--- src/rtl/jted_pkg.sv ---
// jted_pkg: shared widths, code page values and scan state codes
// for the japanese text encoding detector; no dependencies
`default_nettype none

package jted_pkg;

   localparam int DATA_BITS  = 8;
   localparam int PAGE_BITS  = 3;
   localparam int SCORE_BITS = 16;
   localparam int POS_BITS   = 16;
   localparam int WIN_DEPTH  = 6;

   typedef logic [DATA_BITS-1:0]  data_type;
   typedef logic [PAGE_BITS-1:0]  page_type;
   typedef logic [SCORE_BITS-1:0] score_out_type;
   typedef logic [POS_BITS-1:0]   pos_type;
   typedef logic [1:0]            code2_type;

   // newest byte at index 0
   typedef logic [WIN_DEPTH-1:0][DATA_BITS-1:0] window_type;

   // code pages
   localparam page_type PAGE_UNKNOWN = 3'd0;
   localparam page_type PAGE_UTF8    = 3'd1;
   localparam page_type PAGE_UTF16LE = 3'd2;
   localparam page_type PAGE_UTF16BE = 3'd3;
   localparam page_type PAGE_JIS     = 3'd4;
   localparam page_type PAGE_ASCII   = 3'd5;
   localparam page_type PAGE_SJIS    = 3'd6;
   localparam page_type PAGE_EUCJP   = 3'd7;

   // byte order mark result
   localparam code2_type MARK_NONE    = 2'd0;
   localparam code2_type MARK_UTF8    = 2'd1;
   localparam code2_type MARK_UTF16LE = 2'd2;
   localparam code2_type MARK_UTF16BE = 2'd3;

   // escape sequence result
   localparam code2_type ESC_UNDECIDED = 2'd0;
   localparam code2_type ESC_FOUND     = 2'd1;
   localparam code2_type ESC_RULED_OUT = 2'd2;

   // zero byte parity result
   localparam code2_type WIDE_UNDECIDED = 2'd0;
   localparam code2_type WIDE_LE        = 2'd1;
   localparam code2_type WIDE_BE        = 2'd2;

   // pair scan skip state
   localparam code2_type SKIP_NONE = 2'd0;
   localparam code2_type SKIP_ONE  = 2'd1;
   localparam code2_type SKIP_WAIT = 2'd3;

   localparam data_type ASCII_ESC = 8'h1B;

   localparam pos_type POS_STOP = 16'hFFFE;

endpackage : jted_pkg

`default_nettype wire

--- src/rtl/jted_req_if.sv ---
// jted_req_if: byte channel into the detector, valid/ready handshake
// depends on jted_pkg for the data width
`default_nettype none

interface jted_req_if
   import jted_pkg::*;
   ();

   logic     valid;
   logic     ready;
   data_type data_byte;
   logic     last_byte;

   modport source (output valid, output data_byte, output last_byte, input ready);
   modport sink   (input valid, input data_byte, input last_byte, output ready);

endinterface : jted_req_if

`default_nettype wire

--- src/rtl/jted_rsp_if.sv ---
// jted_rsp_if: result channel out of the detector, valid/ready handshake
// depends on jted_pkg for page and score widths
`default_nettype none

interface jted_rsp_if
   import jted_pkg::*;
   ();

   logic          valid;
   logic          ready;
   page_type      code_page;
   score_out_type sjis_score;
   score_out_type utf8_score;
   score_out_type euc_score;

   modport source (output valid, output code_page, output sjis_score,
                   output utf8_score, output euc_score, input ready);
   modport sink   (input valid, input code_page, input sjis_score,
                   input utf8_score, input euc_score, output ready);

endinterface : jted_rsp_if

`default_nettype wire

--- src/rtl/japanese_text_encoding_detector_top.sv ---
// japanese_text_encoding_detector_top: guesses the code page of a byte buffer
// the result beat is registered and valid in the cycle after the beat carrying last_byte
// throughput: one byte per cycle while req ready is high
// req ready drops only while a result beat is held and rsp ready is low
// reset (synchronous, active high) clears all scan state and empties the result
// register; scan state also returns to reset after each final byte
`default_nettype none

module japanese_text_encoding_detector_top
   import jted_pkg::*;
#(
   parameter int COUNT_BITS = 16
) (
   input  wire        clock,
   input  wire        reset,
   jted_req_if.sink   req_chan,
   jted_rsp_if.source rsp_chan
);

   typedef logic [COUNT_BITS-1:0] count_type;

   // one scan step: next skip state and how much to add to the score
   typedef struct packed {
      code2_type  skip;
      logic [1:0] add;
   } scan_type;

   localparam count_type COUNT_CAP = {COUNT_BITS{1'b1}};

   // ------------------------------------------------------------------
   // range helper
   // ------------------------------------------------------------------
   function automatic logic in_rng(input data_type v, input data_type lo,
                                   input data_type hi);
      return (v >= lo) && (v <= hi);
   endfunction

   // saturating add of a small amount
   function automatic count_type sat_add(input count_type s, input logic [1:0] amt);
      logic [COUNT_BITS:0] sum;
      sum = {1'b0, s} + {{(COUNT_BITS-1){1'b0}}, amt};
      if (sum > {1'b0, COUNT_CAP}) begin
         return COUNT_CAP;
      end
      return sum[COUNT_BITS-1:0];
   endfunction

   // escape sequence that ended on the previous byte (w is the old window)
   function automatic logic esc_match(input window_type w, input pos_type pos);
      logic three;
      logic six;
      logic four;
      three = (pos >= POS_BITS'(3)) && (w[2] == ASCII_ESC) &&
              (((w[1] == 8'h28) && ((w[0] == 8'h42) || (w[0] == 8'h4A) ||
                                    (w[0] == 8'h49))) ||
               ((w[1] == 8'h24) && ((w[0] == 8'h40) || (w[0] == 8'h42))));
      six   = (pos >= POS_BITS'(6)) && (w[5] == ASCII_ESC) && (w[4] == 8'h26) &&
              (w[3] == 8'h40) && (w[2] == ASCII_ESC) && (w[1] == 8'h24) &&
              (w[0] == 8'h42);
      four  = (pos >= POS_BITS'(4)) && (w[3] == ASCII_ESC) && (w[2] == 8'h24) &&
              (w[1] == 8'h28) && (w[0] == 8'h44);
      return three || six || four;
   endfunction

   // shift-jis pair scan
   function automatic scan_type scan_sjis(input code2_type skip, input data_type a,
                                          input data_type b);
      scan_type r;
      r = '{skip: SKIP_NONE, add: 2'd0};
      if (skip == SKIP_NONE) begin
         if ((in_rng(a, 8'h81, 8'h9F) || in_rng(a, 8'hE0, 8'hFC)) &&
             (in_rng(b, 8'h40, 8'h7E) || in_rng(b, 8'h80, 8'hFC))) begin
            r = '{skip: SKIP_ONE, add: 2'd2};
         end
      end
      return r;
   endfunction

   // utf-8 sequence scan
   function automatic scan_type scan_utf8(input code2_type skip, input data_type a,
                                          input data_type b);
      scan_type r;
      logic     eval;
      r    = '{skip: SKIP_NONE, add: 2'd0};
      eval = 1'b0;
      priority if (skip == SKIP_WAIT) begin
         if (in_rng(b, 8'h80, 8'hBF)) begin
            r = '{skip: SKIP_ONE, add: 2'd3};
         end else begin
            eval = 1'b1;
         end
      end else if (skip == SKIP_NONE) begin
         eval = 1'b1;
      end else begin
         eval = 1'b0;
      end
      if (eval) begin
         priority if (in_rng(a, 8'hC0, 8'hDF) && in_rng(b, 8'h80, 8'hBF)) begin
            r = '{skip: SKIP_ONE, add: 2'd2};
         end else if (in_rng(a, 8'hE0, 8'hEF) && in_rng(b, 8'h80, 8'hBF)) begin
            r = '{skip: SKIP_WAIT, add: 2'd0};
         end else begin
            r = '{skip: SKIP_NONE, add: 2'd0};
         end
      end
      return r;
   endfunction

   // euc-jp sequence scan
   function automatic scan_type scan_euc(input code2_type skip, input data_type a,
                                         input data_type b);
      scan_type r;
      logic     eval;
      r    = '{skip: SKIP_NONE, add: 2'd0};
      eval = 1'b0;
      priority if (skip == SKIP_WAIT) begin
         if (in_rng(b, 8'hA1, 8'hFE)) begin
            r = '{skip: SKIP_ONE, add: 2'd3};
         end else begin
            eval = 1'b1;
         end
      end else if (skip == SKIP_NONE) begin
         eval = 1'b1;
      end else begin
         eval = 1'b0;
      end
      if (eval) begin
         priority if ((in_rng(a, 8'hA1, 8'hFE) && in_rng(b, 8'hA1, 8'hFE)) ||
                      ((a == 8'h8E) && in_rng(b, 8'hA1, 8'hDF))) begin
            r = '{skip: SKIP_ONE, add: 2'd2};
         end else if ((a == 8'h8F) && in_rng(b, 8'hA1, 8'hFE)) begin
            r = '{skip: SKIP_WAIT, add: 2'd0};
         end else begin
            r = '{skip: SKIP_NONE, add: 2'd0};
         end
      end
      return r;
   endfunction

   // ------------------------------------------------------------------
   // scan state
   // ------------------------------------------------------------------
   window_type win_ff,   win_in;
   pos_type    pos_ff,   pos_in;
   code2_type  mark_ff,  mark_in;
   code2_type  esc_ff,   esc_in;
   code2_type  wide_ff,  wide_in;
   logic       plain_ff, plain_in;
   code2_type  skip_sjis_ff, skip_sjis_in;
   code2_type  skip_utf8_ff, skip_utf8_in;
   code2_type  skip_euc_ff,  skip_euc_in;
   count_type  sc_sjis_ff, sc_sjis_in;
   count_type  sc_utf8_ff, sc_utf8_in;
   count_type  sc_euc_ff,  sc_euc_in;

   // result register
   logic          rsp_valid_ff, rsp_valid_in;
   page_type      page_ff,      page_in;
   score_out_type out_sjis_ff,  out_sjis_in;
   score_out_type out_utf8_ff,  out_utf8_in;
   score_out_type out_euc_ff,   out_euc_in;

   // values after this byte, before the end-of-buffer clear
   code2_type mark_nx;
   code2_type esc_nx;
   code2_type wide_nx;
   logic      plain_nx;
   count_type sc_sjis_nx;
   count_type sc_utf8_nx;
   count_type sc_euc_nx;
   scan_type  st_sjis;
   scan_type  st_utf8;
   scan_type  st_euc;
   page_type  page_nx;

   data_type  cur_b;
   data_type  prev_a;
   logic      accept;
   logic      pair_ok;

   // input is taken whenever the result register is free or being drained
   assign req_chan.ready = !rsp_valid_ff || rsp_chan.ready;
   assign accept         = req_chan.valid && req_chan.ready;

   assign cur_b   = req_chan.data_byte;
   assign prev_a  = win_ff[0];
   assign pair_ok = (pos_ff != '0);

   assign st_sjis = scan_sjis(skip_sjis_ff, prev_a, cur_b);
   assign st_utf8 = scan_utf8(skip_utf8_ff, prev_a, cur_b);
   assign st_euc  = scan_euc(skip_euc_ff, prev_a, cur_b);

   always_comb begin
      // byte order mark, only at the very start of the buffer
      mark_nx = mark_ff;
      if (mark_ff == MARK_NONE) begin
         priority if ((pos_ff == POS_BITS'(1)) && (prev_a == 8'hFF) &&
                      (cur_b == 8'hFE)) begin
            mark_nx = MARK_UTF16LE;
         end else if ((pos_ff == POS_BITS'(1)) && (prev_a == 8'hFE) &&
                      (cur_b == 8'hFF)) begin
            mark_nx = MARK_UTF16BE;
         end else if ((pos_ff == POS_BITS'(2)) && (win_ff[1] == 8'hEF) &&
                      (prev_a == 8'hBB) && (cur_b == 8'hBF)) begin
            mark_nx = MARK_UTF8;
         end else begin
            mark_nx = MARK_NONE;
         end
      end

      // iso-2022-jp escape, counted only once a byte follows it
      esc_nx = esc_ff;
      if (esc_ff == ESC_UNDECIDED) begin
         priority if (esc_match(win_ff, pos_ff)) begin
            esc_nx = ESC_FOUND;
         end else if (cur_b[7]) begin
            esc_nx = ESC_RULED_OUT;
         end else begin
            esc_nx = ESC_UNDECIDED;
         end
      end

      // first zero byte followed by a 7-bit byte sets the utf-16 order
      wide_nx = wide_ff;
      if ((wide_ff == WIDE_UNDECIDED) && pair_ok && (prev_a == 8'h00) && !cur_b[7]) begin
         // zero byte at odd position means little endian
         wide_nx = pos_ff[0] ? WIDE_BE : WIDE_LE;
      end

      plain_nx = plain_ff && !((cur_b == ASCII_ESC) || cur_b[7]);

      sc_sjis_nx   = sc_sjis_ff;
      sc_utf8_nx   = sc_utf8_ff;
      sc_euc_nx    = sc_euc_ff;
      skip_sjis_in = skip_sjis_ff;
      skip_utf8_in = skip_utf8_ff;
      skip_euc_in  = skip_euc_ff;
      if (pair_ok) begin
         sc_sjis_nx   = (st_sjis.add != 2'd0) ? sat_add(sc_sjis_ff, st_sjis.add)
                                              : sc_sjis_ff;
         sc_utf8_nx   = (st_utf8.add != 2'd0) ? sat_add(sc_utf8_ff, st_utf8.add)
                                              : sc_utf8_ff;
         sc_euc_nx    = (st_euc.add != 2'd0)  ? sat_add(sc_euc_ff, st_euc.add)
                                              : sc_euc_ff;
         skip_sjis_in = st_sjis.skip;
         skip_utf8_in = st_utf8.skip;
         skip_euc_in  = st_euc.skip;
      end

      // verdict in priority order, scores need a strict winner
      priority if (mark_nx == MARK_UTF8) begin
         page_nx = PAGE_UTF8;
      end else if (mark_nx == MARK_UTF16LE) begin
         page_nx = PAGE_UTF16LE;
      end else if (mark_nx == MARK_UTF16BE) begin
         page_nx = PAGE_UTF16BE;
      end else if (esc_nx == ESC_FOUND) begin
         page_nx = PAGE_JIS;
      end else if (wide_nx == WIDE_LE) begin
         page_nx = PAGE_UTF16LE;
      end else if (wide_nx == WIDE_BE) begin
         page_nx = PAGE_UTF16BE;
      end else if (plain_nx) begin
         page_nx = PAGE_ASCII;
      end else if ((sc_sjis_nx > sc_euc_nx) && (sc_sjis_nx > sc_utf8_nx)) begin
         page_nx = PAGE_SJIS;
      end else if ((sc_utf8_nx > sc_euc_nx) && (sc_utf8_nx > sc_sjis_nx)) begin
         page_nx = PAGE_UTF8;
      end else if ((sc_euc_nx > sc_sjis_nx) && (sc_euc_nx > sc_utf8_nx)) begin
         page_nx = PAGE_EUCJP;
      end else begin
         page_nx = PAGE_UNKNOWN;
      end
   end

   // state commit: hold when idle, clear after the final byte
   always_comb begin
      win_in     = win_ff;
      pos_in     = pos_ff;
      mark_in    = mark_ff;
      esc_in     = esc_ff;
      wide_in    = wide_ff;
      plain_in   = plain_ff;
      sc_sjis_in = sc_sjis_ff;
      sc_utf8_in = sc_utf8_ff;
      sc_euc_in  = sc_euc_ff;
      if (accept) begin
         if (req_chan.last_byte) begin
            win_in     = '0;
            pos_in     = '0;
            mark_in    = MARK_NONE;
            esc_in     = ESC_UNDECIDED;
            wide_in    = WIDE_UNDECIDED;
            plain_in   = 1'b1;
            sc_sjis_in = '0;
            sc_utf8_in = '0;
            sc_euc_in  = '0;
         end else begin
            win_in     = {win_ff[WIN_DEPTH-2:0], cur_b};
            // position parks on the top two values, keeping its parity
            pos_in     = (pos_ff < POS_STOP) ? pos_ff + POS_BITS'(1)
                                             : (pos_ff ^ POS_BITS'(1));
            mark_in    = mark_nx;
            esc_in     = esc_nx;
            wide_in    = wide_nx;
            plain_in   = plain_nx;
            sc_sjis_in = sc_sjis_nx;
            sc_utf8_in = sc_utf8_nx;
            sc_euc_in  = sc_euc_nx;
         end
      end
   end

   // skip state: scan value on a mid-buffer byte, cleared at the end
   code2_type skip_sjis_q, skip_utf8_q, skip_euc_q;
   always_comb begin
      skip_sjis_q = skip_sjis_ff;
      skip_utf8_q = skip_utf8_ff;
      skip_euc_q  = skip_euc_ff;
      if (accept) begin
         if (req_chan.last_byte) begin
            skip_sjis_q = SKIP_NONE;
            skip_utf8_q = SKIP_NONE;
            skip_euc_q  = SKIP_NONE;
         end else begin
            skip_sjis_q = skip_sjis_in;
            skip_utf8_q = skip_utf8_in;
            skip_euc_q  = skip_euc_in;
         end
      end
   end

   // result register, loaded on the final byte, freed when taken
   always_comb begin
      rsp_valid_in = rsp_valid_ff && !rsp_chan.ready;
      page_in      = page_ff;
      out_sjis_in  = out_sjis_ff;
      out_utf8_in  = out_utf8_ff;
      out_euc_in   = out_euc_ff;
      if (accept && req_chan.last_byte) begin
         rsp_valid_in = 1'b1;
         page_in      = page_nx;
         out_sjis_in  = SCORE_BITS'(sc_sjis_nx);
         out_utf8_in  = SCORE_BITS'(sc_utf8_nx);
         out_euc_in   = SCORE_BITS'(sc_euc_nx);
      end
   end

   always_ff @(posedge clock) begin
      if (reset) begin
         win_ff       <= '0;
         pos_ff       <= '0;
         mark_ff      <= MARK_NONE;
         esc_ff       <= ESC_UNDECIDED;
         wide_ff      <= WIDE_UNDECIDED;
         plain_ff     <= 1'b1;
         skip_sjis_ff <= SKIP_NONE;
         skip_utf8_ff <= SKIP_NONE;
         skip_euc_ff  <= SKIP_NONE;
         sc_sjis_ff   <= '0;
         sc_utf8_ff   <= '0;
         sc_euc_ff    <= '0;
         rsp_valid_ff <= 1'b0;
      end else begin
         win_ff       <= win_in;
         pos_ff       <= pos_in;
         mark_ff      <= mark_in;
         esc_ff       <= esc_in;
         wide_ff      <= wide_in;
         plain_ff     <= plain_in;
         skip_sjis_ff <= skip_sjis_q;
         skip_utf8_ff <= skip_utf8_q;
         skip_euc_ff  <= skip_euc_q;
         sc_sjis_ff   <= sc_sjis_in;
         sc_utf8_ff   <= sc_utf8_in;
         sc_euc_ff    <= sc_euc_in;
         rsp_valid_ff <= rsp_valid_in;
      end
   end

   // payload needs no reset
   always_ff @(posedge clock) begin
      page_ff     <= page_in;
      out_sjis_ff <= out_sjis_in;
      out_utf8_ff <= out_utf8_in;
      out_euc_ff  <= out_euc_in;
   end

   assign rsp_chan.valid      = rsp_valid_ff;
   assign rsp_chan.code_page  = page_ff;
   assign rsp_chan.sjis_score = out_sjis_ff;
   assign rsp_chan.utf8_score = out_utf8_ff;
   assign rsp_chan.euc_score  = out_euc_ff;

`ifndef ASSERT_OFF
   // a final byte always yields a result beat next cycle
   a_last_gives_rsp: assert property (@(posedge clock) disable iff (reset)
      (accept && req_chan.last_byte) |=> rsp_chan.valid)
      else $error("final byte did not produce a result beat");

   // scan state is back at its start after a final byte
   a_last_clears: assert property (@(posedge clock) disable iff (reset)
      (accept && req_chan.last_byte) |=>
         ((pos_ff == '0) && plain_ff && (sc_sjis_ff == '0) && (sc_euc_ff == '0)))
      else $error("scan state not cleared after final byte");

   // plain ascii buffers can never have scored a pair
   a_ascii_no_score: assert property (@(posedge clock) disable iff (reset)
      (rsp_chan.valid && (rsp_chan.code_page == PAGE_ASCII)) |->
         ((rsp_chan.sjis_score == '0) && (rsp_chan.utf8_score == '0) &&
          (rsp_chan.euc_score == '0)))
      else $error("ascii verdict with non-zero scores");

   // shift-jis scan never waits for a third byte
   a_sjis_skip: assert property (@(posedge clock) disable iff (reset)
      skip_sjis_ff != SKIP_WAIT)
      else $error("shift-jis skip state out of range");

   // a held result beat blocks no byte only when it is being drained
   a_no_overrun: assert property (@(posedge clock) disable iff (reset)
      (rsp_valid_ff && !rsp_chan.ready) |-> !accept)
      else $error("byte accepted over a held result beat");
`endif

endmodule : japanese_text_encoding_detector_top

`default_nettype wire

--- src/flat_wrapper.sv ---
// flat-port wrapper written by rule: the top's interface ports become plain ports
module japanese_text_encoding_detector_top_flat import jted_pkg::*;
#(
   parameter int COUNT_BITS = 16
)
  (clock, reset, req_chan_valid, req_chan_data_byte, req_chan_last_byte, req_chan_ready, rsp_chan_valid, rsp_chan_code_page, rsp_chan_sjis_score, rsp_chan_utf8_score, rsp_chan_euc_score, rsp_chan_ready);
  jted_req_if req_chan_i ();
  jted_rsp_if rsp_chan_i ();
  input  wire clock;
  input  wire reset;
  input wire logic [$bits(req_chan_i.valid)-1:0] req_chan_valid;
  input wire logic [$bits(req_chan_i.data_byte)-1:0] req_chan_data_byte;
  input wire logic [$bits(req_chan_i.last_byte)-1:0] req_chan_last_byte;
  output wire logic [$bits(req_chan_i.ready)-1:0] req_chan_ready;
  output wire logic [$bits(rsp_chan_i.valid)-1:0] rsp_chan_valid;
  output wire logic [$bits(rsp_chan_i.code_page)-1:0] rsp_chan_code_page;
  output wire logic [$bits(rsp_chan_i.sjis_score)-1:0] rsp_chan_sjis_score;
  output wire logic [$bits(rsp_chan_i.utf8_score)-1:0] rsp_chan_utf8_score;
  output wire logic [$bits(rsp_chan_i.euc_score)-1:0] rsp_chan_euc_score;
  input wire logic [$bits(rsp_chan_i.ready)-1:0] rsp_chan_ready;
  assign req_chan_i.valid = req_chan_valid;
  assign req_chan_i.data_byte = req_chan_data_byte;
  assign req_chan_i.last_byte = req_chan_last_byte;
  assign req_chan_ready = req_chan_i.ready;
  assign rsp_chan_valid = rsp_chan_i.valid;
  assign rsp_chan_code_page = rsp_chan_i.code_page;
  assign rsp_chan_sjis_score = rsp_chan_i.sjis_score;
  assign rsp_chan_utf8_score = rsp_chan_i.utf8_score;
  assign rsp_chan_euc_score = rsp_chan_i.euc_score;
  assign rsp_chan_i.ready = rsp_chan_ready;
  japanese_text_encoding_detector_top #(.COUNT_BITS(COUNT_BITS)) u_core (.clock(clock), .reset(reset), .req_chan(req_chan_i), .rsp_chan(rsp_chan_i));
endmodule
--- config.mk ---
export PLATFORM = sky130hd
export DESIGN_NAME = japanese_text_encoding_detector_top_flat
export DESIGN_NICKNAME = d
export VERILOG_FILES = /design/src/rtl/jted_pkg.sv /design/src/rtl/jted_req_if.sv /design/src/rtl/jted_rsp_if.sv /design/src/rtl/japanese_text_encoding_detector_top.sv /design/src/flat_wrapper.sv
export SDC_FILE = /design/constraint.sdc
export NUM_CORES = 1
export LEC_CHECK = 0
export BUFFER_PORTS_ARGS = -buffer_cell sky130_fd_sc_hd__buf_2
export CAP_MARGIN = 30
export CORE_MARGIN = 2
export CORE_UTILIZATION = 25
export CTS_CLUSTER_SIZE = 24
export DETAILED_ROUTE_END_ITERATION = 8
export GPL_TIMING_DRIVEN = 0
export PLACE_DENSITY = 0.41
export SLEW_MARGIN = 25
export SYNTH_ARGS = -nofsm -noshare
export SYNTH_HDL_FRONTEND = slang
export SYNTH_SLANG_ARGS = --single-unit
--- constraint.sdc ---
create_clock -name clock -period 10.3 [get_ports clock]
set_input_delay 0.515 -clock clock [delete_from_list [all_inputs] [get_ports clock]]
set_output_delay 0.515 -clock clock [all_outputs]
set_load 0.05 [all_outputs]
======== Yosys cells after proc, flatten, opt, wreduce, memory -nomap -nowiden ========
Cells that the tools add are included.
cells by class
  divide/modulo/power cells ............... 0
  shift-type cells ........................ 0
  add/subtract/negate cells ............... 4
  reductions and logical operators ........ 78
  equality and inequality tests ........... 33
  multiplexer cells ....................... 71
  $mul .................................... 0
  bitwise operators ....................... 1
  order comparisons ....................... 30
operator list
  cell                                                             count
  2-to-1 mux 16 bit                                                17
  greater-than comparator 16 bit                                   6
  equality test 8 bit, second input constant                       9
  <= comparator 8 bit, second input constant                       9
  adder 16 x 2 -> 17 bit                                           3
  greater-than comparator 17 x 16 -> 1 bit, second input constant  3
  equality test 8 x 7 -> 1 bit, second input constant              6
  >= comparator 8 bit, second input constant                       6
  2-to-1 mux 48 bit                                                1
  logical AND 1 bit                                                47
  2-to-1 mux 2 bit                                                 19
  2-to-1 mux 4 bit                                                 9
  equality test 8 x 5 -> 1 bit, second input constant              4
  equality test 8 x 6 -> 1 bit, second input constant              4
  >= comparator 16 x 3 -> 1 bit, second input constant             2
  2-to-1 mux 3 bit                                                 10
  adder 16 x 1 -> 16 bit, second input constant                    1
  equality test 16 x 1 -> 1 bit, second input constant             1
  equality test 16 x 2 -> 1 bit, second input constant             1
  >= comparator 16 x 2 -> 1 bit, second input constant             1
  less-than comparator 16 bit, second input constant               1
  nonzero test 16 bit                                              1
  2-to-1 mux 1 bit                                                 15
  zero test 2 bit                                                  6
  other kinds (11)                                                 35
storage, ports and cells
  logic and storage cells ................. 241
  register bits ........................... 177
  memory bits (writable) .................. 0
  bits in latches ......................... 0
  memories kept ........................... 0
  input port bits ......................... 13
  ROM bits ................................ 0

======== Logic depth before layout (Yosys ltp) ========
Gate-level depths: netlist (run 1).
  word-level depth ........................ 24
  mapped depth ............................ 27

======== Worst setup path before layout (run 1) ========
No wires, ideal clock.
  kind .................................... input-to-reg
  start point ............................. input req_chan_data_byte[6]
  end point ............................... register u_core.page_ff[1] (netlist: u_core.rsp_chan.code_page[1]), data pin
  slack ................................... 5.500 ns
  stages on the path ...................... 26
  required time ........................... 10.155 ns
  library setup time ...................... 0.145 ns
  arrival time ............................ 4.655 ns
  cells stage by stage .................... buf_4 > xnor2_1 > nor3b_2 > a31oi_1 > a21oi_1 > inv_1 > fa_1 > and4b_1 > and3_1 > clkbuf_1 > nand3_1 > clkbuf_1 > nand2_1 > a21oi_1 > nor2_1 > inv_1 > ha_1 > a21o_1 > a21o_1 > a21o_1 > a21o_1 > a211oi_1 > o21ai_0 > a211oi_2 > a2bb2oi_1 > o21ai_1
between the ends
  word-level cells in the longest chain between the ends .. 24
  elaborated cells on any way between the ends .. 92
  those cells by class .................... add/sub: 3; order compare: 17; eq/ne: 7; mux: 42; reduce/logical: 23
ends and longest elaborated chain
  what                                                        line                                                                                    source
  from (decl)                                                 flat_wrapper.sv:12                                                                      input wire logic [$bits(req_chan_i.data_byte)-1:0] req_chan_data_byte;
  >= comparator 8 bit or <= comparator 8 bit (tied branches)  japanese_text_encoding_detector_top.sv:35                                               return (v >= lo) && (v <= hi);
  logical AND 1 bit                                           japanese_text_encoding_detector_top.sv:35
  logical AND 1 bit (on tied branches)                        japanese_text_encoding_detector_top.sv:128, japanese_text_encoding_detector_top.sv:129
  logical OR 1 bit                                            japanese_text_encoding_detector_top.sv:128                                              priority if ((in_rng(a, 8'hA1, 8'hFE) && in_rng(b, 8'hA1, 8'hFE)) ||
  2-to-1 mux 4 bit                                            japanese_text_encoding_detector_top.sv:128
  2-to-1 mux 4 bit *                                          japanese_text_encoding_detector_top.sv:127                                              if (eval) begin
  adder 16 x 2 -> 17 bit                                      japanese_text_encoding_detector_top.sv:41                                               sum = {1'b0, s} + {{(COUNT_BITS-1){1'b0}}, amt};
  greater-than comparator 17 x 16 -> 1 bit                    japanese_text_encoding_detector_top.sv:42                                               if (sum > {1'b0, COUNT_CAP}) begin
  (+5 left out)                                               --
  named net u_core.sc_euc_nx[8]                               japanese_text_encoding_detector_top.sv:170                                              count_type sc_euc_nx;
  (+3 left out)                                               --
  2-to-1 mux 3 bit                                            japanese_text_encoding_detector_top.sv:267                                              end else if ((sc_utf8_nx > sc_euc_nx) && (sc_utf8_nx > sc_sjis_nx)) begin
  2-to-1 mux 3 bit *                                          japanese_text_encoding_detector_top.sv:265                                              end else if ((sc_sjis_nx > sc_euc_nx) && (sc_sjis_nx > sc_utf8_nx)) begin
  2-to-1 mux 3 bit *                                          japanese_text_encoding_detector_top.sv:263                                              end else if (plain_nx) begin
  2-to-1 mux 3 bit *                                          japanese_text_encoding_detector_top.sv:261                                              end else if (wide_nx == WIDE_BE) begin
  2-to-1 mux 3 bit *                                          japanese_text_encoding_detector_top.sv:259                                              end else if (wide_nx == WIDE_LE) begin
  2-to-1 mux 3 bit *                                          japanese_text_encoding_detector_top.sv:257                                              end else if (esc_nx == ESC_FOUND) begin
  2-to-1 mux 2 bit *                                          japanese_text_encoding_detector_top.sv:255                                              end else if (mark_nx == MARK_UTF16BE) begin
  2-to-1 mux 2 bit *                                          japanese_text_encoding_detector_top.sv:253                                              end else if (mark_nx == MARK_UTF16LE) begin
  to (signal assigned)                                        japanese_text_encoding_detector_top.sv:383                                              page_ff <= page_in;
  to (decl)                                                   japanese_text_encoding_detector_top.sv:158                                              page_type page_ff, page_in;
Mark *: on every way through the listed nets, which the timed path passes. The rest lies on a longest branch. The select of a mux whose other input is x is not followed.
A chain may end at the register's enable or synchronous reset.

======== Worst setup path in the final report (run 1) ========
  start point ............................. register u_core.win_ff, in the netlist u_core.prev_a[4]
  end point ............................... register u_core.page_ff[0] (netlist: u_core.rsp_chan.code_page[0]), data pin
between the ends
  word-level cells in the longest chain between the ends .. 24
  elaborated cells on any way between the ends .. 108
  those cells by class .................... add/sub: 3; order compare: 17; eq/ne: 15; mux: 37; reduce/logical: 36
ends and longest elaborated chain
  what                                                        line                                        source
  from (decl)                                                 japanese_text_encoding_detector_top.sv:143  window_type win_ff, win_in;
  from (signal assigned)                                      japanese_text_encoding_detector_top.sv:365  win_ff <= win_in;
  >= comparator 8 bit or <= comparator 8 bit (tied branches)  japanese_text_encoding_detector_top.sv:35
  logical AND 1 bit                                           japanese_text_encoding_detector_top.sv:35
  logical AND 1 bit                                           japanese_text_encoding_detector_top.sv:128
  logical OR 1 bit *                                          japanese_text_encoding_detector_top.sv:128
  2-to-1 mux 4 bit *                                          japanese_text_encoding_detector_top.sv:128
  2-to-1 mux 4 bit *                                          japanese_text_encoding_detector_top.sv:127
  adder 16 x 2 -> 17 bit                                      japanese_text_encoding_detector_top.sv:41
  greater-than comparator 17 x 16 -> 1 bit                    japanese_text_encoding_detector_top.sv:42
  (+5 left out)                                               --
  named net u_core.sc_euc_nx[5]                               japanese_text_encoding_detector_top.sv:170
  (+3 left out)                                               --
  2-to-1 mux 3 bit                                            japanese_text_encoding_detector_top.sv:267
  2-to-1 mux 3 bit *                                          japanese_text_encoding_detector_top.sv:265
  2-to-1 mux 3 bit *                                          japanese_text_encoding_detector_top.sv:263
  2-to-1 mux 3 bit *                                          japanese_text_encoding_detector_top.sv:261
  2-to-1 mux 3 bit *                                          japanese_text_encoding_detector_top.sv:259
  2-to-1 mux 3 bit *                                          japanese_text_encoding_detector_top.sv:257
  2-to-1 mux 2 bit *                                          japanese_text_encoding_detector_top.sv:255
  2-to-1 mux 2 bit *                                          japanese_text_encoding_detector_top.sv:253
Marked as above.

==> impl_metrics.ini, run 1 <==
[worst_hold_path]
hp-class = in -> reg

[critical_path]
worstSetupStartpointType = register
cp_num_buf_inv = 5
critPathArrivalTime_ns = 6.34
worst-path-max-fanout = 10
crit_required_ns = 10.56
crit_path_max_incr_delay_ns = 0.45
path_class = reg -> reg
cp_common_cell = a21oi_1
crit_slowest_cell = fa_1
critical-path-top-delay-family = compound AO/OA/AOI/OAI gates
end_kind = register

[sta]
timing.final.crit_period_ns = 6.09
slew_headroom_pct = 36.7
setup_violations = 0
worstMarginPinSlew_ns = 0.950
finalHoldViolations = 0
fmax_mhz = 164
final.period_utilization_pct = 59.1
grt_setup_unrepaired = false
setup_ws_ns = 4.21
slew_viol_final = 0
finClkSkew_ns = 0.0128
setup-tns-final_ns = 0

[clock_network]
cts-root-buf = clkbuf_16
clk_latency_ns = 0.44
clockBufferDepth = 2
hold_buffers = 0
cts_setup_buffers = 0
cts_made_buffers = 17
clock-sinks = 160
htree_levels = 4
cts_tree = yes
post_cts_resized = 0
clkSlewWorstSetupHoldPaths_ns = 0.07

[synth]
syn_area_mm2 = 0.00904
synth.largest_area_cell = dfxtp_1
ys_ff_latch = 160
synthTopCellsByArea = dfxtp_1 (24%), edfxtp_1 (17%), ha_1 (7.6%), nor2_1 (4.6%), a21oi_1 (4.5%)
ys_seq_area_share_pct = 41.1
synth_flop_cell = dfxtp_1
async_reset_ff_share_pct = 0
syn_inst = 1029
syn_avg_cell_area_um2 = 8.79
yosysWarnings = 0
synth_top_area_share_pct = 24.1
ys_types = 72
synth_edf_count = 51
synth_nets = 1099

[die]
start_util_pct = 25.4
die_h_um = 194
die_area_mm2 = 0.0377
io_pins = 66
rows = 69
core_area_mm2 = 0.0356
die_x_um = 194

[power]
p_switching_w = 0.000385
seqPwrFrac_pct = 46.3
p_leak_nw = 3.83
p_sw_share_pct = 26.8
power.density_mw_per_mm2 = 136
intPower_w = 0.00105
irDropWorstVdd_mv = 0.112
combPwrFrac_pct = 8.7
clkPwrFrac_pct = 45.0

[grt]
grt_pass1_wl_mm = 45.3
grt_util_all_layers_pct = 15.5
gr-total-overflow = 0
grt_pass1_vias = 7468
antenna_found_initial = 0
grt_max_degree = 31

[detailed_routing]
wl_per_cell_um = 18.3
wirelength_mm = 29.0
viasPerCell = 4.94
drtIter0Drc = 490
drc = 0
vias = 7834
final_antenna_net_count = 0
first_pass_iters = 5

[status]
status = finished clean

[flow_run]
drv_cap = 0

[final_layout]
final_cell_mix = nor2_1 (112), dfxtp_1 (109), nand2_1 (102)
syn_to_final_growth_pct = 16.6
fillers = 3867
nets = 1182
final_common_cell = nor2_1
utilization_pct = 29.6
drive_gt1_share_pct = 12.0
antenna_cells = 0

[placement]
dp_slack_ns = 3.87
dpl.hpwl_mm = 21.9
gp_congestion = 0.787
numPortBuffers = 63
final cells by class:
type	count	area (um^2)	share of cell area, %
well taps	461	577	5.47
clock inverters	13	139	1.32
repair buffers	64	335	3.18
multi-input cells	755	4870	46.2
inverters	52	198	1.88
flip-flops and latches	160	3710	35.2
plain buffers	62	259	2.46
clock buffers	19	443	4.20
sequential cells by signal, summed over array words and instances (netlist names), 2 cells and up:
register / count
u_core.skip_utf8_ff: 2
u_core.rsp_chan.euc_score: 16
u_core.sc_sjis_ff: 16
u_core.sc_euc_ff: 16
u_core.esc_ff: 2
u_core.win_ff: 24
u_core.rsp_chan.code_page: 3
u_core.rsp_chan.sjis_score: 16
u_core.prev_a: 8
u_core.skip_euc_ff: 2
u_core.sc_utf8_ff: 16
u_core.rsp_chan.utf8_score: 16
u_core.wide_ff: 2
u_core.mark_ff: 2
u_core.pos_ff: 16
routing by layer:
metal | global-route usage [%] | vias to the layer above | wire [um]
li1 | - | 3904 | -
met1 | 21.5 | 3795 | 14400
met2 | 25.4 | 119 | 13600
met3 | 2.17 | 16 | 787
met4 | 3.23 | 0 | 270
met5 | 0 | - | 0
cells by family (layout without fill, tap and decap cells):
| kind of cell | after synthesis | in the layout | share of synthesized area (%) |
|---|---|---|---|
| xor gates and xnor gates | 27 | 27 | 2.62 |
| muxes | 12 | 12 | 1.48 |
| and+or+nand+nor | 427 | 427 | 25.3 |
| adders and majority gates | 59 | 59 | 8.30 |
| buffers and inverters | 114 | 210 | 5.02 |
| AOI/OAI and AO/OA | 230 | 230 | 16.2 |
| DFF | 160 | 160 | 41.1 |
tightest hold or removal path, stage by stage:
cell and delay [ns]:
buf_2 0.12, nand3b_1 0.08, a21oi_1 0.06
path summary, 6_finish.rpt:
kind | depth (start not counted) | to | from | slack, ns
max | 26 | u_core.rsp_chan.code_page[0] | u_core.prev_a[4] | 4.21
min | 3 | u_core.prev_a[3] | req_chan_data_byte[3] | 0.39
max reg2reg | 26 | u_core.rsp_chan.code_page[0] | u_core.prev_a[4] | 4.21
min reg2reg | 2 | u_core.win_ff[26] | u_core.win_ff[26] | 0.45
synth_stat cells, drive strengths merged, types with 9 or more instances:
library cell	count
buf	20
nand2b	9
ha	55
nor2	112
and4	15
a21o	15
xor2	9
a31oi	17
nand4	26
nor3	14
nor2b	9
a22oi	42
a21oi	83
o21ai	33
nor4	11
nand3	30
or3	12
clkbuf	42
xnor2	18
inv	52
edfxtp	51
nand2	102
dfxtp	109
and3	13
nand3b	37
power groups by stage:
stage                     clock (W)  sequential [W]  combinational, W
after floorplan                   0        0.000712         0.0000505
after global placement            0        0.000681          0.000125
after detailed placement          0        0.000680          0.000126
after CTS                  0.000664        0.000666          0.000127
after global routing       0.000687        0.000667          0.000134
final                      0.000647        0.000666          0.000125
through the flow:
step                power (W)  std cells  instance area [um^2]  hold slack, ns
floorplan            0.000762       1029                  9040           0.427
global placement     0.000806       1553                  9930           0.439
CTS                   0.00146       1586                 10500           0.371
detailed placement   0.000806       1554                  9960           0.446
finish                0.00144       1586                 10500           0.387
global route          0.00149       1586                 10500           0.382
No activity file was read; power rests on OpenSTA's default activity.
==> run 2: changes to the inputs <==
- PLACE_DENSITY: 0.41 -> 0.42
- clock period: 10.3 -> 5.2 ns (I/O delays scaled with it)
==> run 2 against run 1 <==
Sequential share of layout area shrank 1.0 points. Largest power group unchanged. Clock-buffer cell count down 2. Highest routed layer unchanged. Final cell count increased by 0.82%.
==> impl_metrics.ini, run 2 (same netlist as run 1, synthesis figures left out) <==
[status]
status = finished clean

[detailed_routing]
final_antenna_net_count = 0
wl_per_cell_um = 18.2
first_pass_iters = 5
viasPerCell = 4.93
vias = 7884
wirelength_mm = 29.1
drc = 0
drtIter0Drc = 588

[final_layout]
syn_to_final_growth_pct = 20.1
instances_no_fill = 1599
final_common_cell = nor2_1
nets = 1195
largest-register = u_core.win_ff
drive_gt1_share_pct = 16.5
utilization_pct = 30.5
largest_register_ffs = 24
antenna_cells = 0
final_cell_mix = nor2_1 (110), dfxtp_1 (109), nand2_1 (101)
fillers = 3799

[placement]
numPortBuffers = 63
dpl.hpwl_mm = 21.8
place_inst = 1554
gp_congestion = 0.786

[clock_network]
clockBufferDepth = 2
cts_tree = yes
htree_levels = 4
cts-root-buf = clkbuf_16
clkSlewWorstSetupHoldPaths_ns = 0.07
clk_latency_ns = 0.45
clock-sinks = 160
cts_made_buffers = 17

[die]
die_h_um = 194
rows = 69
die_x_um = 194
die_area_mm2 = 0.0377
core_area_mm2 = 0.0356
io_pins = 66
start_util_pct = 25.4

[worst_hold_path]
hp-class = in -> reg

[critical_path]
worstSetupStartpointType = register
critical-path-top-delay-family = compound AO/OA/AOI/OAI gates
worst-path-max-fanout = 10
end_kind = register
crit_path_max_incr_delay_ns = 0.39
crit_slowest_cell = fa_2
crit_required_ns = 5.49
cp_num_buf_inv = 2
path_class = reg -> reg
cp_common_cell = a21o_1
critPathArrivalTime_ns = 5.21
path_cells = buf_4, nand4b_1, nor3b_4, a31oi_4, a21oi_2, inv_1, fa_2, and4b_1, and3_4, and4_1, and3_4, nor2_2, ha_1, a21o_1, a21o_1, a21o_1, a21o_1, a211oi_2, o21ai_2, a211oi_2, a211oi_1, a2bb2oi_2

[sta]
slew_viol_final = 0
finClkSkew_ns = 0.0165
whs_ns = 0.124
grt_setup_unrepaired = false
worstMarginPinSlew_ns = 0.922
setup_violations = 0
final.period_utilization_pct = 94.7
slew_headroom_pct = 38.5
timing.final.crit_period_ns = 4.93
fmax_mhz = 203
finalHoldViolations = 0
setup-tns-final_ns = 0

[power]
totalPowerFinal_w = 0.00280
irDropWorstVdd_mv = 0.225
power.density_mw_per_mm2 = 258
p_leak_nw = 3.93

[grt]
grt_max_degree = 30
grt_pass1_wl_mm = 45.5
gr-total-overflow = 0
antenna_found_initial = 0
grt_util_all_layers_pct = 15.5
grt_pass1_vias = 7691

[flow_run]
drv_cap = 0
[run 2: power by group]
| group | leakage (nW) | switching (W) | total [W] | internal, W |
|---|---|---|---|---|
| Sequential | 1.34 | 0.0000101 | 0.00132 | 0.00131 |
| Clock | 0.252 | 0.000566 | 0.00123 | 0.000662 |
| Combinational | 2.34 | 0.000193 | 0.000251 | 0.0000580 |
| Total | 3.93 | 0.000769 | 0.00280 | 0.00203 |
[run 2: path summary, 6_finish.rpt]
check / slack, ns / depth (start not counted) / endpoint / start
setup reg to reg: 0.27 / 22 / u_core.rsp_chan.code_page[0] / u_core.prev_a[0]
hold / removal: 0.12 / 3 / u_core.prev_a[3] / req_chan_data_byte[3]
setup / recovery: 0.27 / 22 / u_core.rsp_chan.code_page[0] / u_core.prev_a[0]
hold reg to reg: 0.45 / 2 / u_core.win_ff[27] / u_core.win_ff[27]
[run 2: per-layer routing]
layer	wire length, um	vias to the layer above	part of all wire, %	global-route usage (%)
met5	0	-	0	0
met4	405	0	1.4	4.43
met3	1030	27	3.5	2.68
met2	13700	147	47	25.5
met1	13900	3774	48	20.8
li1	-	3936	-	-
[run 2: layout make-up]
class | count | area, um^2 | area share [%]
flip-flops and latches | 160 | 3710 | 34.2
repair buffers | 80 | 455 | 4.19
multi-input cells | 755 | 5080 | 46.8
plain buffers | 59 | 277 | 2.55
clock buffers | 17 | 425 | 3.92
inverters | 52 | 198 | 1.82
clock inverters | 15 | 135 | 1.24
well taps | 461 | 577 | 5.31
[run 2: repair_timing]
| item | CTS | global route |
|---|---|---|
| hold buffers | 0 | 0 |
| setup endpoints to repair | 3 | 3 |
| pin swaps | 8 | 18 |
| buffers inserted | 4 | 12 |
| gates cloned | 0 | 0 |
| gates resized for setup | 35 | 25 |
[run 2: worst register-to-register path: stages, from the launching register on]
cell       delay (ns)
dfxtp_1          0.30
buf_4            0.18
nand4b_1         0.26
nor3b_4          0.30
a31oi_4          0.14
a21oi_2          0.19
inv_1            0.08
fa_2             0.39
and4b_1          0.30
and3_4           0.23
and4_1           0.19
and3_4           0.21
nor2_2           0.08
ha_1             0.32
a21o_1           0.18
a21o_1           0.17
a21o_1           0.17
a21o_1           0.18
a211oi_2         0.21
o21ai_2          0.11
a211oi_2         0.30
a211oi_1         0.14
a2bb2oi_2        0.17
[run 2: through the flow]
stage | area [um^2] | worst slack [ns]
3_3_place_gp | 9930 | -0.980
5_1_grt | 10900 | 0.000687
2_1_floorplan | 9040 | 0.450
6_report | 10900 | 0.273
3_5_place_dp | 9960 | -0.949
4_1_cts | 10700 | 0.0414
==> run 3: changes to the inputs <==
- ABC_AREA: default -> 1
- CORE_UTILIZATION: 25 -> 50
- CTS_CLUSTER_DIAMETER: default -> 80
- PLACE_DENSITY: 0.42 -> 0.72
==> run 3 against run 2 <==
Cell area barely moved. Synthesized area up 5.2%. Die area shrank 47%. Sequential share of layout area grew 0.050 points.
==> impl_metrics.ini, run 3 <==
[status]
status = finished clean

[power]
p_switching_w = 0.000744
clkPwrFrac_pct = 44.5
p_sw_share_pct = 26.6
intPower_w = 0.00206
irDropWorstVdd_mv = 0.204
power.density_mw_per_mm2 = 258
combPwrFrac_pct = 8.5
p_leak_nw = 4.56
seqPwrFrac_pct = 47.0

[critical_path]
critPathArrivalTime_ns = 5.02
path_class = reg -> reg
end_kind = register
cp_common_cell = nand2_1
crit_path_max_incr_delay_ns = 0.39
reg2reg_depth = 33
worstSetupStartpointType = register
crit_slowest_cell = fa_2
crit_required_ns = 5.38
worst-path-max-fanout = 8

[detailed_routing]
final_antenna_net_count = 0
wirelength_mm = 24.9
vias = 8839
drc = 0
viasPerCell = 5.37
wl_met2_mm = 11.6
first_pass_iters = 5
routed.top_layer = met4
drtIter0Drc = 563
wl_met3_mm = 1.19
wl_per_cell_um = 15.1
wl_met1_mm = 11.5

[placement]
gp_congestion = 0.926
place_inst = 1614
place_area_mm2 = 0.0102
numPortBuffers = 64
dpl.hpwl_mm = 18.8

[synth]
ys_types = 58
yosysWarnings = 0
syn_inst = 1314
yosysMostFrequentCell = nand2_1
synth_common_cells = nand2_1 (352), inv_1 (176), a21oi_1 (124)
syn_area_mm2 = 0.00952
synth.largest_area_cell = dfxtp_1
synth_top_area_share_pct = 22.9
synth_flop_cell = dfxtp_1
ys_ff_latch = 160
synth_nets = 1384
synth_edf_count = 51
synthTopCellsByArea = dfxtp_1 (23%), edfxtp_1 (16%), nand2_1 (14%), ha_1 (7.2%), inv_1 (6.9%)
ys_seq_area_share_pct = 39.0
async_reset_ff_share_pct = 0
syn_avg_cell_area_um2 = 7.24

[sta]
worstMarginPinSlew_ns = 0.817
finalHoldViolations = 0
setup_violations = 0
finClkSkew_ns = 0.0125
slew_headroom_pct = 45.3
timing.final.crit_period_ns = 4.84
whs_ns = 0.0855
final.period_utilization_pct = 93.0
setup-tns-final_ns = 0
fmax_mhz = 207
slew_viol_final = 0

[final_layout]
instances_no_fill = 1647
largest-register = u_core.win_ff
syn_to_final_growth_pct = 14.1
final_common_cell = nand2_1
largest_register_ffs = 24
drive_gt1_share_pct = 12.7
utilization_pct = 58.0
final_cell_mix = nand2_1 (352), inv_1 (176), a21oi_1 (123)
antenna_cells = 0
design_area_mm2 = 0.0109
nets = 1470

[die]
rows = 50
io_pins = 66
die_x_um = 142
start_util_pct = 50.9
core_area_mm2 = 0.0187
die_h_um = 142
die_area_mm2 = 0.0201

[clock_network]
clkSlewWorstSetupHoldPaths_ns = 0.07
htree_levels = 4
cts_made_buffers = 17
cts_tree = yes
clk_latency_ns = 0.44
clock-sinks = 160
hold_buffers = 0
cts-root-buf = clkbuf_16
clockBufferDepth = 2

[worst_hold_path]
holdPathStages = 3
hp-class = in -> reg

[grt]
grt_pass1_vias = 7942
grt_util_all_layers_pct = 25.3
grt_max_degree = 28
gr-total-overflow = 0
antenna_found_initial = 0
grt_pass1_wl_mm = 40.1

[flow_run]
drv_cap = 0
[run 3: path summary, 6_finish.rpt]
| check | startpoint | end | slack, ns |
|---|---|---|---|
| max reg2reg | u_core.prev_a[3] | u_core.rsp_chan.code_page[1] | 0.36 |
| max | u_core.prev_a[3] | u_core.rsp_chan.code_page[1] | 0.36 |
| min | req_chan_data_byte[1] | u_core.prev_a[1] | 0.09 |
| min reg2reg | u_core.win_ff[28] | u_core.win_ff[28] | 0.47 |
[run 3: logic make-up after synthesis]
kind of cell | Yosys count | synth area share, %
AOI/OAI and AO/OA | 214 | 12.5
xor gates and xnor gates | 16 | 1.47
adders and majority gates | 57 | 7.65
buffers and inverters | 239 | 9.59
DFF | 160 | 39.0
and+or+nand+nor | 628 | 29.8
[run 3: layout make-up]
cell class              count  area, um^2
fillers                  1714        7850
multi-input cells         915        4970
flip-flops and latches    160        3720
inverters                 198         743
clock buffers              20         458
repair buffers             68         383
well taps                 234         293
plain buffers              40         168
clock inverters            12         125
[run 3: worst max-delay path: cells and delay by family (launching register included)]
kind | cells | cell delay (ns)
simple gates | 22 | 2.59
fa+ha+maj | 2 | 0.67
buf+inv | 7 | 0.64
flops | 1 | 0.30
compound gates | 1 | 0.24
xor+xnor | 1 | 0.16
[run 3: timing repair]
action | 4_1_cts | 5_1_grt
setup endpoints to repair | 0 | 3
gates resized for setup | 0 | 18
setup buffers | 0 | 2
[run 3: metal layers]
layer | vias up | global-route usage, %
met4 | 0 | 8.37
met3 | 32 | 3.94
li1 | 4496 | -
met2 | 246 | 41.8
met5 | - | 0
met1 | 4065 | 34.1
[run 3: power groups by stage]
stage               sequential [W]  combinational (W)  clock, W
floorplan                  0.00140           0.000106         0
global route               0.00132           0.000257   0.00131
CTS                        0.00132           0.000236   0.00127
detailed placement         0.00134           0.000234         0
finish                     0.00132           0.000238   0.00125
global placement           0.00135           0.000228         0
[run 3: stage by stage]
step	setup WS, ns	total power [W]
2_1_floorplan	0.701	0.00151
3_3_place_gp	-0.612	0.00157
3_5_place_dp	0.134	0.00158
4_1_cts	0.126	0.00282
5_1_grt	-0.00285	0.00289
6_report	0.364	0.00280
